===== src/sv/csst_pkg.sv =====
// ----------------------------------------------------------------------------
// csst_pkg: shared types and codes for the centrifuge stop self-test
// Holds the register file, state and per-tick types plus the output codes.
// ----------------------------------------------------------------------------
package csst_pkg;

   localparam int SPEED_W   = 19;
   localparam int CURRENT_W = 16;
   localparam int MS_W      = 16;
   localparam int TIME_W    = 32;
   localparam int CSR_IDX_W = 3;
   localparam int CSR_DAT_W = 19;

   // register indexes
   localparam logic [CSR_IDX_W-1:0] REG_OPEN_SPEED       = 3'd0;
   localparam logic [CSR_IDX_W-1:0] REG_MAX_STOP_CURRENT = 3'd1;
   localparam logic [CSR_IDX_W-1:0] REG_MAX_ERROR_TIME   = 3'd2;
   localparam logic [CSR_IDX_W-1:0] REG_SHUTDOWN_DUR     = 3'd3;
   localparam logic [CSR_IDX_W-1:0] REG_RISE_TIME        = 3'd4;
   localparam logic [CSR_IDX_W-1:0] REG_STABLE_TIME      = 3'd5;
   localparam logic [CSR_IDX_W-1:0] REG_MOTION_THRESHOLD = 3'd6;

   // register reset values
   localparam logic [SPEED_W-1:0]   RST_OPEN_SPEED       = 19'd6000;
   localparam logic [CURRENT_W-1:0] RST_MAX_STOP_CURRENT = 16'd300;
   localparam logic [MS_W-1:0]      RST_MAX_ERROR_TIME   = 16'd1000;
   localparam logic [MS_W-1:0]      RST_SHUTDOWN_DUR     = 16'd3000;
   localparam logic [MS_W-1:0]      RST_RISE_TIME        = 16'd6000;
   localparam logic [MS_W-1:0]      RST_STABLE_TIME      = 16'd500;
   localparam logic [SPEED_W-1:0]   RST_MOTION_THRESHOLD = 19'd10;

   // speed orders
   localparam logic [1:0] SPD_NONE    = 2'd0;
   localparam logic [1:0] SPD_ALERT   = 2'd1;
   localparam logic [1:0] SPD_RELEASE = 2'd2;
   localparam logic [1:0] SPD_INHIBIT = 2'd3;

   // power requests
   localparam logic [1:0] PWR_NONE    = 2'd0;
   localparam logic [1:0] PWR_ENABLE  = 2'd1;
   localparam logic [1:0] PWR_DISABLE = 2'd2;

   // failure causes
   localparam logic [2:0] FAIL_NONE    = 3'd0;
   localparam logic [2:0] FAIL_MOTION  = 3'd1;
   localparam logic [2:0] FAIL_CURRENT = 3'd2;
   localparam logic [2:0] FAIL_ERROR   = 3'd3;
   localparam logic [2:0] FAIL_DIP     = 3'd4;
   localparam logic [2:0] FAIL_RISE    = 3'd5;

   typedef struct packed {
      logic [SPEED_W-1:0]   open_speed;
      logic [CURRENT_W-1:0] max_stop_current;
      logic [MS_W-1:0]      max_error_time_ms;
      logic [MS_W-1:0]      shutdown_duration_ms;
      logic [MS_W-1:0]      rise_time_ms;
      logic [MS_W-1:0]      stable_time_ms;
      logic [SPEED_W-1:0]   motion_threshold;
   } cfg_type;

   typedef struct packed {
      logic              started;
      logic              voltage_done;
      logic              shutdown_done;
      logic              passed;
      logic [TIME_W-1:0] start_time;
      logic [TIME_W-1:0] ok_time;
   } state_type;

   typedef struct packed {
      logic                 mode;
      logic [TIME_W-1:0]    now_ms;
      logic                 door_open;
      logic                 door_locked;
      logic                 alarm_active;
      logic [SPEED_W-1:0]   motor_speed;
      logic [CURRENT_W-1:0] motor_current;
      logic                 supply_ok;
      logic                 switched_supply_ok;
      logic                 motor_error;
   } tick_type;

   typedef struct packed {
      logic [1:0] speed_order;
      logic       lock_request;
      logic [1:0] power_request;
      logic       raise_alarm;
      logic [2:0] fail_cause;
      logic       pass_status;
      logic       running;
   } result_type;

endpackage


===== src/sv/csst_step.sv =====
// ----------------------------------------------------------------------------
// csst_step: one tick of the stop self-test sequence
// Works out the next test state and the result item for one sensor tick.
// ----------------------------------------------------------------------------
module csst_step (
   input  csst_pkg::cfg_type    cfg,
   input  csst_pkg::state_type  state,
   input  csst_pkg::tick_type   tick,
   output csst_pkg::state_type  state_next,
   output csst_pkg::result_type result
);

   logic                          arm_ok;
   logic                          start_now;
   logic                          started_eff;
   logic                          vd_eff;
   logic                          sd_eff;
   logic [csst_pkg::TIME_W-1:0]   t0_eff;
   logic [csst_pkg::TIME_W-1:0]   total;
   logic [csst_pkg::TIME_W-1:0]   stop_t;
   logic                          watching;
   logic                          do_watch;
   logic                          supplies_ok;
   logic                          cur_low;
   logic                          f_motion;
   logic                          f_current;
   logic                          f_error;
   logic                          f_dip;
   logic                          f_rise;
   logic                          vd_new;
   logic                          sd_new;

   assign arm_ok    = !tick.door_open && !tick.alarm_active
                      && (tick.motor_speed < cfg.open_speed);
   assign start_now = !tick.mode && !state.started && arm_ok && tick.door_locked;

   assign started_eff = state.started || start_now;
   assign vd_eff      = start_now ? 1'b0 : state.voltage_done;
   assign sd_eff      = start_now ? 1'b0 : state.shutdown_done;
   assign t0_eff      = start_now ? tick.now_ms : state.start_time;

   assign total    = tick.now_ms - t0_eff;
   assign stop_t   = vd_eff ? (tick.now_ms - state.ok_time) : '0;
   assign watching = vd_eff && !sd_eff;
   assign do_watch = started_eff && !tick.alarm_active
                     && (tick.motor_speed < cfg.open_speed);

   assign supplies_ok = tick.supply_ok && tick.switched_supply_ok;
   assign cur_low     = tick.motor_current <= cfg.max_stop_current;

   assign f_motion  = tick.motor_speed > cfg.motion_threshold;
   assign f_current = watching && !cur_low;
   assign f_error   = watching && tick.motor_error
                      && (stop_t > {16'd0, cfg.max_error_time_ms});
   assign f_dip     = watching && !supplies_ok
                      && (stop_t > {16'd0, cfg.stable_time_ms});
   assign f_rise    = !vd_eff && !(supplies_ok && cur_low)
                      && (total > {16'd0, cfg.rise_time_ms});

   // stop_t stays as sampled at the start of the tick, even on the release tick
   assign vd_new = vd_eff || (supplies_ok && cur_low);
   assign sd_new = sd_eff || (vd_new && (stop_t >= {16'd0, cfg.shutdown_duration_ms}));

   always_comb begin
      state_next           = state;
      result               = '0;
      result.speed_order   = csst_pkg::SPD_NONE;
      result.power_request = csst_pkg::PWR_NONE;
      result.fail_cause    = csst_pkg::FAIL_NONE;

      if (tick.mode) begin
         result.power_request = csst_pkg::PWR_DISABLE;
         if (state.passed) begin
            result.speed_order = csst_pkg::SPD_RELEASE;
         end else begin
            state_next.started = 1'b0;
         end
      end else begin
         if (!state.started) begin
            if (arm_ok) begin
               result.lock_request = 1'b1;
            end else begin
               result.speed_order = csst_pkg::SPD_ALERT;
            end
         end
         if (start_now) begin
            state_next.start_time    = tick.now_ms;
            state_next.voltage_done  = 1'b0;
            state_next.shutdown_done = 1'b0;
            result.speed_order       = csst_pkg::SPD_INHIBIT;
            result.power_request     = csst_pkg::PWR_ENABLE;
         end
         state_next.started = started_eff;

         if (!do_watch) begin
            state_next.started = 1'b0;
         end else if (f_motion || f_current || f_error || f_dip || f_rise) begin
            result.power_request = csst_pkg::PWR_DISABLE;
            result.speed_order   = csst_pkg::SPD_INHIBIT;
            result.raise_alarm   = 1'b1;
            if (f_motion) begin
               result.fail_cause = csst_pkg::FAIL_MOTION;
            end else if (f_current) begin
               result.fail_cause = csst_pkg::FAIL_CURRENT;
            end else if (f_error) begin
               result.fail_cause = csst_pkg::FAIL_ERROR;
            end else if (f_dip) begin
               result.fail_cause = csst_pkg::FAIL_DIP;
            end else begin
               result.fail_cause = csst_pkg::FAIL_RISE;
            end
         end else begin
            if (!vd_eff && supplies_ok && cur_low) begin
               // supplies settled and current low: release the inhibit and start the stop phase
               state_next.voltage_done = 1'b1;
               state_next.ok_time      = tick.now_ms;
               result.speed_order      = csst_pkg::SPD_RELEASE;
            end
            state_next.shutdown_done = sd_new;
            if (sd_new) begin
               state_next.passed = 1'b1;
            end
         end
      end

      result.pass_status = state_next.passed;
      result.running     = state_next.started;
   end

endmodule


===== config.mk =====
export PLATFORM = sky130hd
export DESIGN_NAME = csst_step
export DESIGN_NICKNAME = d
export VERILOG_FILES = /design/src/sv/csst_pkg.sv /design/src/sv/csst_step.sv
export SDC_FILE = /design/constraint.sdc
export NUM_CORES = 1
export LEC_CHECK = 0
export BUFFER_PORTS_ARGS = -buffer_cell sky130_fd_sc_hd__buf_2
export CORE_MARGIN = 2
export CORE_UTILIZATION = 47
export DETAILED_ROUTE_END_ITERATION = 7
export PLACE_DENSITY = 0.83
export SETUP_SLACK_MARGIN = 0.5
export SYNTH_ARGS = -nofsm -noshare
export SYNTH_HDL_FRONTEND = slang
export SYNTH_SLANG_ARGS = --single-unit

===== constraint.sdc =====
create_clock -name vclk -period 9.32
set_input_delay 1.398 -clock vclk [all_inputs]
set_output_delay 1.398 -clock vclk [all_outputs]
set_load 0.05 [all_outputs]

; ---- After elaboration in Yosys (flattened, before gate mapping)
; Cells that the tools add are included.
[classes]
addsub = 2
order_cmp = 7
n_mux = 35
reduce_logical = 36
[ops]
columns = operator, n
row1 = $mux 32, 5
row2 = $gt 32x16->1, 3
row3 = $mux 67, 1
row4 = $sub 32x32->32, 2
row5 = $ge 32x16->1, 1
row6 = $logic_and 1x1->1, 20
row7 = $gt 19x19->1, 1
row8 = $lt 19x19->1, 1
row9 = $mux 2, 9
row10 = $le 16x16->1, 1
row11 = $mux 3, 5
row12 = $mux 1, 12
row13 = $mux 6, 2
row14 = $logic_not 1->1, 9
row15 = $logic_or 1x1->1, 7
row16 = $mux 4, 1
[totals]
register_bits = 0
in_bits = 260
output_inout_bits = 79
wordCells = 80

; ---- Logic depth before layout (Yosys ltp)
[logic_depth]
depth_word = 17
ltp_mapped = 37
depth_no_buf = 33

; ---- Worst setup path after synthesis
; Ideal clock, no wire load.
[synth_timing]
path_kind = input to output
start = input cfg[115] in the netlist's numbering
end = output state_next[64] in the netlist's numbering
arrival_ns = 8.605
required_ns = 7.922
slack_ns = -0.683
stages = 36
path_buffers = 4
cell_sequence = inv_1 -> ha_1 -> a21o_1 -> a21o_1 -> a211oi_2 -> nand2_2 -> clkbuf_1 -> nor2_1 -> clkbuf_1 -> clkbuf_1 -> nand2_1 -> nand2_1 -> inv_1 -> ha_1 -> a21o_1 -> a31o_2 -> nor2_1 -> nand2_1 -> o31a_1 -> a311oi_1 -> nand2_1 -> nand2_1 -> nand2_1 -> xnor2_1 -> ha_1 -> nand4_1 -> nor4_1 -> a21oi_1 -> nor3_1 -> o2111ai_1 -> nor4_1 -> o2111ai_1 -> or4_4 -> a31oi_4 -> a21o_1 -> buf_4
[synth_lines]
columns = item, line_no
row1 = from (decl), csst_step.sv:6  ; input csst_pkg::cfg_type cfg,
row2 = to (decl), csst_step.sv:9  ; output csst_pkg::state_type state_next,

==> metrics <==
status=finished, violations left; violated checks=DRC; WP data required=7920 ps; crit-path most repeated cell=buf_4; die width=between 100 and 150 um; Final ANT Viol Nets=0; Setup-failing EPs final=0; CP Launch Type=input port; Max-Slew Margin vs Limit=0.229; sequential power share=0; I/O pins=between 300 and 400; num sequential=0; total power=0.784 mW; critical path fanouts, max=8; Max IR drop VDD=0.0344 mV; Clock power frac=0; Hold Startpoint=state[64]; num rows=49; First-pass DRT Iterations=8; DP Wirelength=28200 um; Internal=0.311 mW; Initial DRC Count=792; Cell variety after synth=73; Pleak=6.08 nW; Final Core Density=0.633; Final min period=a little over 9000 ps; input/output buffers=about 340; Comb pwr share=1.000; NumNets Final=around 2100; synthesis warning total=0; setup_tns=0 ps; Slew Viols, Final=0; RSZ-0062 raised after global routing=true; CP Class=input port to output port; CTS Hold Bufs=0; endpoint type of the worst setup path=output port; vias in the first global route=10483; PD cells=69.4 nW/um^2; share of cells above drive strength 1=0.313; cells after synthesis=between 1000 and 1500; Crit path largest cell delay=500 ps; slowest CP cell=or4_4; wire length on met1=13600 um; Seq. cell area=0 um^2; Hold Fails Final Rpt=0; clkbuf count=0; sequential element share of the synthesized area=0; initial antenna violation count=5; via count=11172; met2 routed WL=16500 um; Arr. time, crit path=between 7000 and 8000 ps; CP top delay family=compound AO/OA/AOI/OAI gates; slew at the pin closest to its max-slew limit=1140 ps; synthesized area=8490 um^2; met3 wire length=between 2000 and 3000 um; Max Fclk=109 MHz; Top Metal Used=met5; RePlAce Congestion=1.06; die area=19200 um^2; CP startpoint=cfg[115]; Initial Util=0.476; Hold Path Class=input port to output port; total grt overflow=0; Avg Vias per Cell=approximately 6; Tcrit/Tclk final=0.983; total of max-cap violations=0; CP bufs+invs=13; largest net degree at the start of global routing=33; syn avg cell area=6.56 um^2; Layout area overhead=32.9%; syn_nets=1732; routed len/inst=about 19 um; WL final=around 35000 um; total global-route track usage=0.327; net load switching power=0.473 mW; Sw Ratio=0.603; first-pass GRT wire length=52200 um; Core Box Area=roughly 18000 um^2; Residual DRC=3; Die Ht=~140 um
cell type report:
| class | instances | area, um^2 |
|---|---|---|
| Multi-Input combinational cell | 1059 | 8090 |
| Fill cell | 1621 | 6560 |
| Tap cell | 229 | 287 |
| Antenna cell | 4 | 10.0 |
| Inverter | 196 | 748 |
| Timing Repair Buffer | 378 | 2150 |
power by group through the flow:
stage                       Clock [mW]  Combinational (mW)  Sequential, mW
final                     0.0000000574               0.784               0
after global routing      0.0000000574               0.852               0
after CTS                            0               0.741               0
after detailed placement             0               0.711               0
after global placement               0               0.698               0
after floorplan                      0               0.496               0
Yosys cell counts, types with 7 or more instances:
master / n / area share
a31o_2: 7 / 0.0072
a31oi_1: 14 / 0.010
ha_1: 176 / 0.26
and3_1: 12 / 0.0088
or2_2: 10 / 0.0074
nand2_1: 156 / 0.069
mux2_2: 28 / 0.037
o21ai_0: 76 / 0.045
o21a_1: 14 / 0.012
inv_1: 196 / 0.087
o21bai_1: 12 / 0.011
xor2_1: 18 / 0.019
nor2_1: 85 / 0.038
o211ai_1: 9 / 0.0080
a211oi_1: 18 / 0.016
or3_1: 9 / 0.0066
a21oi_1: 99 / 0.058
nand3_1: 26 / 0.015
nand4_1: 36 / 0.027
nor2b_1: 13 / 0.0096
o22ai_1: 8 / 0.0059
clkbuf_1: 34 / 0.015
mux2i_1: 13 / 0.015
nor3_1: 23 / 0.014
a21o_1: 42 / 0.037
xnor2_1: 20 / 0.021
nand2b_1: 16 / 0.012
worst paths after layout:
kind	end	slack, ps	depth (start not counted)
worst max-delay path	result[7]	160	39
worst min-delay path	result[1]	3180	3
timing repair:
| item | in CTS | in global routing |
|---|---|---|
| gates cloned | 1 | 0 |
| resized for setup | 47 | 77 |
| pin swaps | 20 | 29 |
| setup buffers | 19 | 4 |
| endpoints found under the setup margin | 36 | 41 |
stage by stage:
| stage | std cells | hold WS, ps | cell area (um^2) | setup slack (ps) |
|---|---|---|---|---|
| 6_report | 1866 | 3180 | 11300 | 161 |
| 5_1_grt | 1866 | 3200 | 11300 | -92.8 |
| 4_1_cts | 1858 | 3160 | 10900 | 447 |
| 3_5_place_dp | 1838 | 3190 | 10600 | -57.0 |
| 3_3_place_gp | 1838 | 3190 | 10600 | 113 |
| 2_1_floorplan | 1294 | 2960 | 8670 | 501 |
metal layers:
| metal | up-vias | global-route usage |
|---|---|---|
| met5 | - | 0 |
| met4 | 2 | 0.127 |
| met3 | 151 | 0.0384 |
| met2 | 578 | 0.580 |
| met1 | 5120 | 0.404 |
| li1 | 5321 | - |
placed cells by master (no fill, tap or decap), drive strengths merged, types with 14 or more instances in the layout:
cell	instances
a31oi	15
nand2b	16
nand3	26
mux2	28
nand4	36
xnor2	20
a21oi	99
nor2	87
ha	176
inv	196
o21a	14
o21ai	78
nand2	158
a21o	42
a211oi	19
xor2	18
buf	378
nor3	23
cell families (layout without fill, tap and decap cells):
logic type / count (synthesis) / in the layout / share of synthesized area
simple gates: 421 / 422 / 0.238
compound gates: 374 / 374 / 0.293
buf+inv: 236 / 574 / 0.106
fa+ha+maj: 184 / 184 / 0.271
mux: 41 / 41 / 0.0524
xor+xnor: 38 / 38 / 0.0392
other cells: 0 / 4 / 0
Note: power is estimated with default switching activity, not from simulation.
